==> src/design/gks_ram.sv <==
`default_nettype none
module gks_ram #(
	parameter int WIDTH = 16,
	parameter int DEPTH = 64,
	localparam int ADDR_W = (DEPTH > 1) ? $clog2(DEPTH) : 1
) (
	input  wire logic              clk,
	input  wire logic              wr_en,
	input  wire logic [ADDR_W-1:0] wr_addr,
	input  wire logic [WIDTH-1:0]  wr_data,
	input  wire logic [ADDR_W-1:0] rd_addr_a,
	output logic      [WIDTH-1:0]  rd_data_a,
	input  wire logic [ADDR_W-1:0] rd_addr_b,
	output logic      [WIDTH-1:0]  rd_data_b
);

	logic [WIDTH-1:0] mem [DEPTH];

	always_ff @(posedge clk) begin
		if (wr_en) begin
			mem[wr_addr] <= wr_data;
		end
		rd_data_a <= mem[rd_addr_a];
		rd_data_b <= mem[rd_addr_b];
	end

endmodule
`default_nettype wire

==> config.mk <==
export PLATFORM = sky130hd
export DESIGN_NAME = gks_ram
export DESIGN_NICKNAME = d
export VERILOG_FILES = /design/src/design/gks_ram.sv
export SDC_FILE = /design/constraint.sdc
export NUM_CORES = 1
export LEC_CHECK = 0
export CAP_MARGIN = 25
export CORE_UTILIZATION = 40
export DETAILED_ROUTE_END_ITERATION = 10
export DONT_BUFFER_PORTS = 1
export PLACE_DENSITY_LB_ADDON = 0.12
export SLEW_MARGIN = 20
export SYNTH_ARGS = -nofsm -noshare
export SYNTH_HDL_FRONTEND = slang
export SYNTH_SLANG_ARGS = --single-unit
==> constraint.sdc <==
create_clock -name clk -period 3.5 [get_ports clk]
set_input_delay 0.175 -clock clk [delete_from_list [all_inputs] [get_ports clk]]
set_output_delay 0.175 -clock clk [all_outputs]
set_load 0.02 [all_outputs]
==> impl_metrics.toml, run 1 <==
[cts]
ctsHoldBuffers = 51
htreeDepth = 3
clkTransAtPathRegs_ns = 0.07
clockBufferDepth = 3
insertion_delay_ns = 0.73
cts.sinks = 1056
cts_buffers = 117
cts_setup_buffers = 0
clockRootBuffer = "clkbuf_16"
cts_tree = "built"
ctsResizeCount = 0

[critical_path]
ff2ff_path_depth = 5
crit_path_start_kind = "input port"
startpoint = "rd_addr_a[0]"
critPathCaptureType = "flop"
cp_max_fo = 188
rrSetupSlack_ns = 0.70
required_ns = 4.10
cp.arrival_ns = 3.86
critical_path_class = "in2reg"
reg2reg_to = "rd_data_a[3]"
worstReg2RegStart = "mem[15][3]"

[final_layout]
layout.nets = 2677
final_common_cell = "edfxtp_1"
final_cell_mix = "1024 x edfxtp_1, 407 x mux4_2, 152 x mux2i_1, 152 x mux2_2, 120 x clkbuf_16"
final_core_util = 0.457
layout.cells.non_filler = 4358
drive_gt1_frac = 0.329
syn2layout_area_growth_pct = 12.6

[hold_path]
hold_path_end = "rd_data_b[7]"
holdPathStages = 3
hold_start = "rd_addr_b[3]"
hold_path.class = "in2reg"

[sta]
relSlewSlack = 0.227
finClkSkew_ns = 0.0355
final_hold_viol_count = 1
post-route-period-util = 0.933
maxSlewViolCount = 0
fmax_ghz = 0.306
fin_setup_tns_ns = 0
whs_ns = -0.0137
rsz0062_at_grt = "false"
final-setup-viol-count = 0
worst_pin_slew_ns = 1.15
finalCriticalPeriod_ns = 3.27

[global_routing]
grt_max_degree = 276
first_global_vias = 28128
antenna_found_initial = 13
grt_overflow = 0
grtUsageTotal = 0.262
grt_pass1_wl_um = 223000

[floorplanning]
die_h_um = 351
core_area_mm2 = 0.120
die_area_mm2 = 0.123
die-width_um = 351
io_pins = 68
row_count = 127
start_util = 0.405

[yosys]
synth.distinct_cells = 43
synth_area_per_cell_um2 = 18.9
yosys_register_bits = 1056
syn_nets = 2618
netlist_area_mm2 = 0.0488
synth-seq-area-share = 0.643
netlist_instances = 2582
yosys_warnings = 0

[drt]
vias_per_cell = 6.33
first_pass_iters = 5
via_count = 27577
ant_nets = 0
wl_um = 161000
routedWlPerCell_um = 36.9
drc = 0
first_iter_violations = 3319

[place]
portBuffers = 0
dpl.cell_count = 4081
hpwl_um = 93000
place.gp.congestion = 0.889

[power_and_ir_drop]
power.density_mw_per_mm2 = 513
max-vdd-ir-drop_uv = 391
leakage_uw = 0.0173

[flow_run]
drv_cap = 0

[status]
failed_checks = "negative hold slack"
status = "finished, violations left"
-- area by class of cell --
class | instances | area [um^2]
timing repair buffer | 153 | 1570
inverter | 4 | 15.0
sequential | 1056 | 31400
fill | 10313 | 65400
clock buffer | 171 | 3380
clock inverter | 50 | 389
multi-input combinational | 1309 | 16200
tap | 1612 | 2020
antenna | 3 | 7.51
-- how the worst max path moves through the flow --
| stage | to | slack (ns) | depth (start not counted) |
|---|---|---|---|
| after floorplan | mem[48][0] | 1.29 | 4 |
| after global placement | rd_data_a[5] | 0.40 | 6 |
| after detailed placement | rd_data_a[2] | 0.51 | 6 |
| after CTS | rd_data_a[3] | 0.60 | 5 |
| after global routing | rd_data_a[3] | 0.42 | 7 |
| final | rd_data_a[3] | 0.23 | 7 |
-- flip-flops by register name, summed over array words and instances (netlist names) --
name and count:
mem 1024, rd_data_a 16, rd_data_b 16
-- routing by layer --
layer	global-route usage	share of wire	up-vias
met5	0	0.00029	-
met4	0.0904	0.034	8
met3	0.0581	0.098	240
met2	0.404	0.46	1311
met1	0.367	0.41	14849
li1	-	-	11169
-- report_power, final --
group | switching (uW) | total, uW | internal (uW)
Clock | 5080 | 12100 | 7030
Sequential | 184 | 14200 | 14000
Combinational | 1030 | 1900 | 868
Total | 6300 | 28200 | 21900
-- kinds of logic (layout without fill, tap and decap cells) --
| logic type | after synthesis | after routing | share of synthesized area |
|---|---|---|---|
| buffers and inverters | 217 | 378 | 0.0275 |
| other | 0 | 3 | 0 |
| AO/OA/AOI/OAI | 344 | 344 | 0.0485 |
| AND/OR/NAND/NOR | 245 | 245 | 0.0225 |
| flip-flops | 1056 | 1056 | 0.643 |
| multiplexers | 720 | 720 | 0.259 |
-- metrics by stage --
| step | cell area (um^2) | total power (uW) | setup slack (ns) |
|---|---|---|---|
| global placement | 50400 | 16000 | 0.401 |
| detailed placement | 50400 | 16000 | 0.511 |
| finish | 55000 | 28200 | 0.234 |
| global route | 55000 | 28900 | 0.423 |
| CTS | 55000 | 28400 | 0.596 |
| floorplan | 48800 | 15700 | 1.29 |
-- critical path, stage by stage --
cell           delay [ns]
clkinv_1             0.95
buf_4                0.51
o22ai_1              0.19
a211oi_1             0.08
a211oi_1             0.77
nor4_1               0.14
dlygate4sd3_1        0.60
-- cell usage after synthesis, drive strengths merged --
| master | n | area, um^2 |
|---|---|---|
| nand3 | 5 | 25.0 |
| or3 | 1 | 6.26 |
| mux2 | 152 | 1710 |
| dfxtp | 32 | 641 |
| and2 | 2 | 12.5 |
| nand4b | 1 | 8.76 |
| a22oi | 24 | 180 |
| o21ai | 40 | 200 |
| nand2b | 10 | 62.6 |
| or3b | 1 | 8.76 |
| and3 | 10 | 62.6 |
| a311oi | 24 | 210 |
| nand4 | 2 | 12.5 |
| mux2i | 152 | 1520 |
| nor2b | 8 | 50.1 |
| a31oi | 24 | 150 |
| edfxtp | 1024 | 30700 |
| buf | 160 | 1110 |
| inv | 2 | 7.51 |
| nor4 | 24 | 150 |
| nor2 | 95 | 362 |
| nand3b | 2 | 15.0 |
| a211oi | 96 | 721 |
| clkbuf | 53 | 221 |
| nor3 | 2 | 10.0 |
| o22ai | 72 | 450 |
| a221oi | 24 | 216 |
| mux4 | 416 | 9400 |
| or2 | 2 | 12.5 |
| nand2 | 80 | 300 |
| clkinv | 2 | 7.51 |
| a221o | 8 | 80.1 |
| a21oi | 32 | 160 |
(Power assumes the default switching activity.)
==> run 2: changes to the inputs <==
CORE_MARGIN = 4   (was default)
==> run 2 against run 1 <==
Global-route usage decreased by 0.47 points. Critical path depth stayed put. Non-clock buffer count grew 1. Sequential power is essentially flat. Largest power group unchanged. Design area increased by 0.17%. Maximum frequency increased by 5.9%. Register-to-register slack got worse by 0.09 ns. Critical endpoint is now rd_data_a[14]. Routed wire length is 2.2% higher. Combinational power hardly changed. Sequential cell count stayed put. First-iteration DRC count up 1.5%. The run now ends clean.
==> impl_metrics.toml, run 2 (same netlist as run 1, synthesis figures left out) <==
[status]
status = "finished, final reports clean"

[critical_path]
cp_max_fo = 188
required_ns = 4.06
ff2ff_path_depth = 5
crit_path_start_kind = "input port"
critPathCaptureType = "flop"
cp.arrival_ns = 3.64
critical_path_class = "in2reg"

[final_layout]
syn2layout_area_growth_pct = 12.8
postLayoutCellArea_mm2 = 0.0551
layout.nets = 2677
final_cell_mix = "1024 x edfxtp_1, 407 x mux4_2, 152 x mux2i_1, 152 x mux2_2, 119 x clkbuf_16"
top_register = "mem"
largest_register_ffs = 1024
final_common_cell = "edfxtp_1"
drive_gt1_frac = 0.328
largestRegisters = "mem (1024), rd_data_a (16), rd_data_b (16)"

[sta]
finalCriticalPeriod_ns = 3.08
final-setup-viol-count = 0
relSlewSlack = 0.237
maxSlewViolCount = 0
post-route-period-util = 0.881
finClkSkew_ns = 0.0360
fmax_ghz = 0.324
whs_ns = 0.0310
final_hold_viol_count = 0
fin_setup_tns_ns = 0
rsz0062_at_grt = "false"
worst_pin_slew_ns = 1.14

[cts]
ctsResizeCount = 0
cts_setup_buffers = 0
clkTransAtPathRegs_ns = 0.06
cts_buffers = 116
clockBufferDepth = 3
insertion_delay_ns = 0.72
cts.sinks = 1056
clockRootBuffer = "clkbuf_16"
cts_tree = "built"
ctsHoldBuffers = 53
htreeDepth = 3

[floorplanning]
start_util = 0.405
die_h_um = 357
die-width_um = 357
die_area_mm2 = 0.128
core_area_mm2 = 0.121
row_count = 127
io_pins = 68

[power_and_ir_drop]
power.density_mw_per_mm2 = 519
max-vdd-ir-drop_uv = 410
seqPwrFrac = 0.497
switching_power_uw = 6410
swShare = 0.224
leakage_uw = 0.0173
combPwrFrac = 0.067
power.share.clock = 0.436
p_int_uw = 22200

[drt]
drc = 0
first_iter_violations = 3370
routedWlPerCell_um = 37.7
wl_um = 164000
vias_per_cell = 6.38
ant_nets = 0
via_count = 27740
first_pass_iters = 6

[place]
place.gp.congestion = 0.912
portBuffers = 0
placed_cell_area_mm2 = 0.0504
hpwl_um = 95600

[global_routing]
grt_overflow = 0
grt_max_degree = 276
first_global_vias = 28652
grtUsageTotal = 0.257
antenna_found_initial = 13
grt_pass1_wl_um = 228000

[hold_path]
holdPathStages = 3
hold_path.class = "in2reg"

[flow_run]
drv_cap = 0
## run 2: changes by cell type in the layout (fill, tap and decap cells not counted), sizes merged
cell         delta
buf             -1
bufinv          +8
clkbuf         -12
clkinv          -6
clkinvlp        +1
diode           +1
dlygate4sd3     +1
inv             +1
## run 2: per-stage QoR
stage | power, uW | setup slack [ns] | instances | utilization
detailed placement | 16000 | 0.354 | 4079 | 0.418
CTS | 28800 | 0.720 | 4344 | 0.457
global placement | 16000 | 0.147 | 4079 | 0.418
global route | 29400 | 0.539 | 4348 | 0.457
finish | 28600 | 0.415 | 4351 | 0.457
floorplan | 15700 | 1.29 | 2582 | -
## run 2: worst paths after layout
| path | from | to | slack [ns] |
|---|---|---|---|
| setup reg to reg | mem[31][13] | rd_data_b[13] | 0.61 |
| hold reg to reg | mem[56][12] | rd_data_a[12] | 0.88 |
| setup / recovery | rd_addr_a[0] | rd_data_a[14] | 0.42 |
| hold / removal | wr_addr[1] | mem[53][5] | 0.03 |
## run 2: routing by layer
| layer | up-vias | share of wire | GRT usage |
|---|---|---|---|
| met5 | - | 0.00032 | 0 |
| met4 | 8 | 0.036 | 0.0864 |
| met3 | 254 | 0.10 | 0.0755 |
| met2 | 1323 | 0.45 | 0.388 |
| met1 | 14988 | 0.41 | 0.359 |
| li1 | 11167 | - | - |
## run 2: layout make-up
| cell class | instances | area [um^2] |
|---|---|---|
| Multi-Input combinational cell | 1309 | 16200 |
| Sequential cell | 1056 | 31400 |
| Tap cell | 1612 | 2020 |
| Fill cell | 10217 | 65500 |
| Clock inverter | 54 | 639 |
| Timing Repair Buffer | 154 | 1580 |
| Antenna cell | 4 | 10.0 |
| Inverter | 4 | 15.0 |
| Clock buffer | 158 | 3200 |
## run 2: critical path, stage by stage
cell and delay [ns]:
clkinv_1 1.02, buf_4 0.57, nand2_1 0.11, a21oi_1 0.08
a311oi_1 0.50, dlygate4sd3_1 0.74, nor4_1 0.07
## run 2: power by group through the flow
stage / sequential, uW / clock, uW / combinational (uW)
floorplan: 14400 / 0 / 1380
global placement: 14500 / 0 / 1510
detailed placement: 14500 / 0 / 1510
CTS: 14200 / 12700 / 1880
global route: 14200 / 13200 / 1970
finish: 14200 / 12500 / 1910
