[src/design/gks_pkg.sv]
`default_nettype none
package gks_pkg;

	typedef struct packed {
		logic signed [15:0] feature;
		logic signed [15:0] coefficient;
		logic               last_of_point;
		logic               last_of_set;
	} item_t;

	typedef struct packed {
		logic signed [39:0] kernel_sum;
		logic [5:0]         point_index;
		logic               last;
		logic               overflow;
	} result_t;

	typedef struct packed {
		logic shift;
		logic clear;
	} cell_ctrl_t;

	typedef enum logic [2:0] {
		ST_LOAD,
		ST_ALIGN,
		ST_ROW,
		ST_DIST,
		ST_OUT
	} state_t;

	localparam logic [16:0] LOG2E_Q16 = 17'd94548;
	localparam logic [19:0] ARG_LIMIT = 20'd786432;
	localparam logic [16:0] K_SAT     = 17'd65535;

	// 2^(-k/16) in Q.16
	function automatic logic [16:0] pow2_neg(input logic [4:0] k);
		logic [16:0] v;
		case (k)
			5'd0:    v = 17'd65536;
			5'd1:    v = 17'd62757;
			5'd2:    v = 17'd60097;
			5'd3:    v = 17'd57549;
			5'd4:    v = 17'd55109;
			5'd5:    v = 17'd52773;
			5'd6:    v = 17'd50535;
			5'd7:    v = 17'd48393;
			5'd8:    v = 17'd46341;
			5'd9:    v = 17'd44376;
			5'd10:   v = 17'd42495;
			5'd11:   v = 17'd40693;
			5'd12:   v = 17'd38968;
			5'd13:   v = 17'd37316;
			5'd14:   v = 17'd35734;
			5'd15:   v = 17'd34219;
			5'd16:   v = 17'd32768;
			default: v = 17'd32768;
		endcase
		return v;
	endfunction

endpackage
`default_nettype wire

[src/design/gks_cell.sv]
`default_nettype none
module gks_cell #(
	parameter int LEN_W = 7
) (
	input  wire logic                    clk,
	input  wire gks_pkg::cell_ctrl_t     ctrl,
	input  wire logic signed [15:0]      next_coef,
	input  wire logic        [LEN_W-1:0] next_len,
	input  wire logic signed [39:0]      next_sum,
	output logic signed      [15:0]      coef,
	output logic             [LEN_W-1:0] len,
	output logic signed      [39:0]      sum
);

	import gks_pkg::*;

	logic signed [15:0]      coef_q;
	logic        [LEN_W-1:0] len_q;
	logic signed [39:0]      sum_q;

	always_ff @(posedge clk) begin
		if (ctrl.shift) begin
			coef_q <= next_coef;
			len_q  <= next_len;
		end
		if (ctrl.clear) begin
			sum_q <= '0;
		end else if (ctrl.shift) begin
			sum_q <= next_sum;
		end
	end

	assign coef = coef_q;
	assign len  = len_q;
	assign sum  = sum_q;

endmodule
`default_nettype wire

[config.mk]
export PLATFORM = sky130hd
export DESIGN_NAME = gks_cell
export DESIGN_NICKNAME = d
export VERILOG_FILES = /design/src/design/gks_pkg.sv /design/src/design/gks_cell.sv
export SDC_FILE = /design/constraint.sdc
export NUM_CORES = 1
export LEC_CHECK = 0
export BUFFER_PORTS_ARGS = -buffer_cell sky130_fd_sc_hd__buf_2
export CORE_UTILIZATION = 42
export DETAILED_ROUTE_END_ITERATION = 7
export GPL_TIMING_DRIVEN = 0
export PLACE_DENSITY = 0.78
export SKIP_LAST_GASP = 1
export SLEW_MARGIN = 20
export SYNTH_ARGS = -nofsm -noshare
export SYNTH_HDL_FRONTEND = slang
export SYNTH_SLANG_ARGS = --single-unit
[constraint.sdc]
create_clock -name clk -period 0.8 [get_ports clk]
set_input_delay 0.08 -clock clk [delete_from_list [all_inputs] [get_ports clk]]
set_output_delay 0.08 -clock clk [all_outputs]
set_load 0.01 [all_outputs]
==> run_results.csv, run 1 <==
group,metric,value,unit
run_status,status,"complete, but fails checks",
run_status,violations,"negative setup slack",
pwr,power.total,7.14,mW
setup_path,cp_data_arrival_time,0.86,ns
pwr,vdd_drop_max,0.00128,V
pwr,cellPowerDensity,1830,nW/µm²
layout,fin_nets,412,
setup_path,timing.critical_path.from_type,"register",
global_routing,grt_pass1_vias,2072,
clock_tree,cts_buffers,9,
clock_tree,cts_tree,"yes",
setup_path,required,0.72,ns
setup_path,cp_slowest_stage_delay,0.39,ns
setup_path,critPathMaxFanout,1,
clock_tree,worstSkewPairLatency,0.31,ns
job,maxCapViolCount,0,
routing,drc,0,
clock_tree,clock_path_buffers,2,
routing,drtPass1Iterations,4,
timing,post-route-min-period,0.941,ns
floorplanning,io_pins,129,
layout,antenna-diode-count,0,
setup_path,crit_path_cell_trace,"buf_2",
min_path,hp-class,"in2reg",
routing,final_antenna_net_count,0,
synth,yosysWarnings,0,
placement,place_congestion,0.736,
floorplanning,rows,25,
setup_path,worstPathBufferInverterCount,1,
floorplanning,start_util,0.446,
layout,area_growth,81.9,%
routing,via_count,1907,
global_routing,grt_overflow_total,0,
pwr,leakage,1.84,nW
timing,hold_viol_final,0,
synth,ys_seq_area_frac,0.694,
timing,setup_slack,-0.141,ns
routing,wl_per_cell,16.3,µm
setup_path,path_delay_family,"flip-flops",
synth,synth.largest_area_cell,"dfxtp_1",
synth,yosys_register_bits,63,
clock_tree,htree_levels,3,
global_routing,grt_max_degree,25,
timing,period_share,1.18,
setup_path,crit_slowest_cell,"edfxtp_1",
clock_tree,path_clk_slew,0.07,ns
global_routing,antenna_found_initial,0,
floorplanning,die_h,73.5,µm
floorplanning,core-area,4820,µm²
synth,synth.area.top_cells,"dfxtp_1, edfxtp_1, mux2i_1",
routing,post_drt_via_cell_ratio,4.56,
synth,synth.cell_area,2150,µm²
clock_tree,clock-root-buffer,"clkbuf_8",
routing,totalWireLength,6830,µm
timing,drv_slew,0,
placement,dp_slack,-0.498,ns
setup_path,critPathKind,"reg2out",
timing,slew_headroom,0.675,
layout,drive_above_1_share,0.561,
placement,io_buffers,127,
floorplanning,dieArea,5410,µm²
routing,drt-initial-drc-count,46,
placement,post-dp-hpwl,3450,µm
floorplanning,die_w,73.5,µm
timing,tightestPinTransition,0.487,ns
clock_tree,cts.sink_count,63,
synth,synth_cell_types,7,
timing,rsz0062_at_grt,"yes",
synth,postSynthAreaPerCell,14.1,µm²
timing,fmax,1060,MHz
synth,synth_fp_nets,218,
global_routing,grt_pass1_wl,9660,µm
synth,synth_top_area_frac,0.373,
setup_path,critical_path.endpoint_type,"primary output",
timing,setup_viol,66,
global_routing,track_usage,0.250,
timing,fin_skew,0,ns
synth,syn_inst,152,
[logic make-up after synthesis]
family,share of synthesized area
multiplexers,0.186
AND/OR/NAND/NOR,0.0699
flip-flops,0.694
buffers and inverters,0.0495
[per-stage QoR]
stage | cells | area [µm²] | TNS (ns) | hold slack (ns) | utilization
after global placement | 346 | 2870 | -18.68 | 0.257 | 0.595
after global routing | 418 | 3910 | -6.67 | 0.00640 | 0.811
after floorplan | 152 | 2150 | 0 | 0.179 | -
final | 418 | 3910 | -3.98 | 0.0123 | 0.811
after CTS | 409 | 3790 | -4.67 | 0.0000555 | 0.788
after detailed placement | 346 | 2870 | -20.65 | 0.258 | 0.595
[final cells by class]
cell class / count / area [µm²]
tap: 67 / 83.8
timing repair buffer: 183 / 1450
buffer: 9 / 106
sequential: 63 / 1540
clock buffer: 11 / 131
fill: 288 / 908
multi-input combinational: 80 / 571
clock inverter: 5 / 25.0
[synthesized netlist by cell type]
cell / count
dfxtp_1: 40
mux2i_1: 40
nor2_1: 40
edfxtp_1: 23
buf_12: 4
clkbuf_1: 4
buf_6: 1
[path summary, 6_finish.rpt]
kind	startpoint	to	slack, ns	cells after the start
max reg2reg	sum[29]	sum[29]	-0.04	3
max	len[2]	len[2]	-0.14	1
min reg2reg	sum[14]	sum[14]	0.50	2
min	next_sum[6]	sum[6]	0.01	3
[cell usage in the layout (no fill, tap or decap)]
cell type      count
buf_12             4
buf_2             86
buf_4              4
buf_6             48
clkbuf_1           6
clkbuf_8           9
clkinv_1           2
clkinv_2           2
clkinvlp_4         1
dfxtp_2           40
dlygate4sd3_1     46
edfxtp_1          23
mux2i_1           37
mux2i_2            2
mux2i_4            1
nor2_1            40
[report_power, final]
part           total (mW)  switching, mW  internal [mW]  leakage [nW]
clock network        2.21           1.12           1.09        0.0782
logic                1.24          0.500          0.743          1.19
registers            3.68          0.116           3.57         0.569
[sequential cells by signal (all words and copies together) (netlist names)]
signal,count
coef,16
len,7
sum,40
[per-layer routing]
metal	track usage	routed length, µm	vias to the layer above
met3	0.0823	294	14
li1	-	-	908
met2	0.493	4000	82
met4	0.113	166	0
met5	0	0	-
met1	0.226	2370	903
[what timing repair did]
item                                    in CTS  in global routing
hold buffers                                46                  0
pin swaps                                    0                  1
resized for setup                           81                 11
buffers inserted                             1                  9
endpoints found under the setup margin     103                 84
endpoints found under the hold margin       46                  0
No activity file was read; power rests on OpenSTA's default activity.
==> run 2: changes to the inputs <==
--- a/config.mk
+++ b/config.mk
@@ -6,10 +6,11 @@
 export NUM_CORES = 1
 export LEC_CHECK = 0
 export BUFFER_PORTS_ARGS = -buffer_cell sky130_fd_sc_hd__buf_2
-export CORE_UTILIZATION = 42
+export CORE_UTILIZATION = 44
+export CTS_BUF_LIST = sky130_fd_sc_hd__clkbuf_4
 export DETAILED_ROUTE_END_ITERATION = 7
 export GPL_TIMING_DRIVEN = 0
-export PLACE_DENSITY = 0.78
+export PLACE_DENSITY = 0.81
 export SKIP_LAST_GASP = 1
 export SLEW_MARGIN = 20
 export SYNTH_ARGS = -nofsm -noshare
==> run 2 against run 1 <==
Against the previous run:
- the flow still finishes with violations (negative setup slack)
- die area shrank 4.4%
- critical endpoint is now len[3]
- design area is 2.0% higher
- count of clock-buffer cells in the layout fell by 1
- routed wire length is 1.9% lower
- sequential share of layout area is 0.77 points lower
- flip-flop and latch count did not move
- via count grew 5.3%
- maximum frequency down 9.9%
==> run_results.csv, run 2 (synthesized netlist as in run 1, its figures left out) <==
group,metric,value,unit
run_status,status,"complete, but fails checks",
run_status,violations,"negative setup slack",
pwr,cellPowerDensity,1770,nW/µm²
placement,dp_cells,346,
timing,drv_slew,0,
floorplanning,start_util,0.455,
layout,fin_nets,425,
setup_path,reg2reg_from,"sum[38]",
setup_path,timing.critical_path.from_type,"register",
timing,hold_viol_final,0,
floorplanning,rows,25,
clock_tree,cts.sink_count,63,
routing,drtPass1Iterations,4,
floorplanning,io_pins,129,
layout,fillers,258,
timing,slew_headroom,0.687,
clock_tree,worstSkewPairLatency,0.40,ns
floorplanning,core-area,4720,µm²
global_routing,track_usage,0.261,
placement,dpl_cell_area,2870,µm²
routing,via_count,2008,
min_path,whs_endpoint,"sum[28]",
setup_path,crit_path_cell_trace,"buf_2",
placement,place_congestion,0.732,
floorplanning,die_h,71.9,µm
timing,post-route-min-period,1.04,ns
setup_path,required,0.72,ns
layout,final_area,3990,µm²
setup_path,crit_slowest_cell,"edfxtp_1",
setup_path,r2r_cells,3,
pwr,vdd_drop_max,0.00136,V
routing,final_antenna_net_count,0,
setup_path,critPathMaxFanout,1,
global_routing,grt_pass1_vias,1986,
layout,area_growth,85.6,%
timing,fin_skew,0,ns
timing,rsz0062_at_grt,"yes",
placement,post-dp-hpwl,3180,µm
timing,setup_slack,-0.245,ns
routing,drc,0,
clock_tree,cts_tree,"yes",
timing,fmax,957,MHz
global_routing,antenna_found_initial,0,
floorplanning,dieArea,5170,µm²
global_routing,grt_overflow_total,0,
min_path,hold_depth,2,
timing,tightestPinTransition,0.470,ns
clock_tree,htree_levels,3,
setup_path,worstPathBufferInverterCount,1,
setup_path,r2r_slack,-0.07,ns
setup_path,critical_path.endpoint_type,"primary output",
setup_path,cp_slowest_stage_delay,0.41,ns
clock_tree,path_clk_slew,0.12,ns
routing,post_drt_via_cell_ratio,4.66,
timing,fin_setup_tns,-9.67,ns
layout,antenna-diode-count,0,
job,maxCapViolCount,0,
setup_path,r2r_end,"sum[38]",
routing,totalWireLength,6700,µm
setup_path,critPathKind,"reg2out",
min_path,hp-class,"in2reg",
setup_path,path_delay_family,"flip-flops",
global_routing,grt_max_degree,25,
clock_tree,cts_buffers,9,
layout,final_common_cell,"buf_2",
routing,wl_per_cell,15.5,µm
pwr,power.total,7.05,mW
layout,multi_input_area,551,µm²
setup_path,cp_data_arrival_time,0.96,ns
floorplanning,die_w,71.9,µm
placement,io_buffers,127,
pwr,leakage,1.88,nW
layout,layout_common_cells,"buf_2, dlygate4sd3_1, buf_6",
layout,seq_area,1540,µm²
routing,drt-initial-drc-count,110,
layout,largest_reg_flops,40,
timing,period_share,1.31,
min_path,min_from,"ctrl[0]",
global_routing,grt_pass1_wl,9770,µm
layout,final_cell_count_no_fill,431,
clock_tree,clock_path_buffers,2,
layout,drive_above_1_share,0.527,
timing,setup_viol,65,
clock_tree,clock-root-buffer,"clkbuf_4",
[run 2: cell types whose count changed in the layout (fill, tap and decap cells not counted), moves of 2 or more]
| cell | delta |
|---|---|
| clkinv_2 | -2 |
| mux2i_1 | +3 |
| clkbuf_4 | +10 |
| mux2i_2 | -2 |
| buf_4 | +2 |
| clkbuf_8 | -9 |
| dlygate4sd3_1 | +17 |
| buf_6 | -6 |
| clkbuf_1 | -2 |
[run 2: metal layers]
layer / up-vias / global-route usage / wire [µm]
met3: 17 / 0.0647 / 487
li1: 935 / - / -
met4: 0 / 0.118 / 157
met1: 947 / 0.268 / 2440
met2: 109 / 0.495 / 3610
met5: - / 0 / 0
[run 2: layout make-up]
| class | count | share of cell area |
|---|---|---|
| multi-input combinational | 80 | 0.138 |
| buffer | 9 | 0.0267 |
| clock inverter | 6 | 0.0154 |
| sequential | 63 | 0.387 |
| timing repair buffer | 196 | 0.393 |
| clock buffer | 10 | 0.0188 |
| tap | 67 | 0.0210 |
[run 2: repair_timing]
action | in CTS | in global routing
endpoints found under the hold margin | 63 | 0
buffers inserted | 2 | 4
hold buffers | 63 | 0
resized for setup | 81 | 1
endpoints found under the setup margin | 103 | 64
[run 2: per-stage QoR]
stage	hold WS [ns]	worst slack, ns	util
after global routing	0.0593	-0.286	0.844
final	0.0499	-0.245	0.844
after floorplan	0.179	0.127	-
after CTS	0.0432	-0.230	0.837
after global placement	0.257	-0.446	0.607
after detailed placement	0.259	-0.485	0.607
[run 2: power by group]
group | internal (mW) | total (mW) | switching (mW)
Clock | 0.973 | 2.12 | 1.14
Combinational | 0.762 | 1.25 | 0.489
Sequential | 3.56 | 3.68 | 0.120
[run 2: worst max-delay path by stage]
stage                          end     start  slack, ns  cells after the start
after global routing      coef[10]  coef[10]      -0.29                      1
after detailed placement   sum[38]   ctrl[1]      -0.49                      5
final                       len[3]    len[3]      -0.24                      1
after floorplan             sum[0]   ctrl[1]       0.13                      4
after global placement     sum[32]   ctrl[1]      -0.45                      5
after CTS                 coef[10]  coef[10]      -0.23                      1
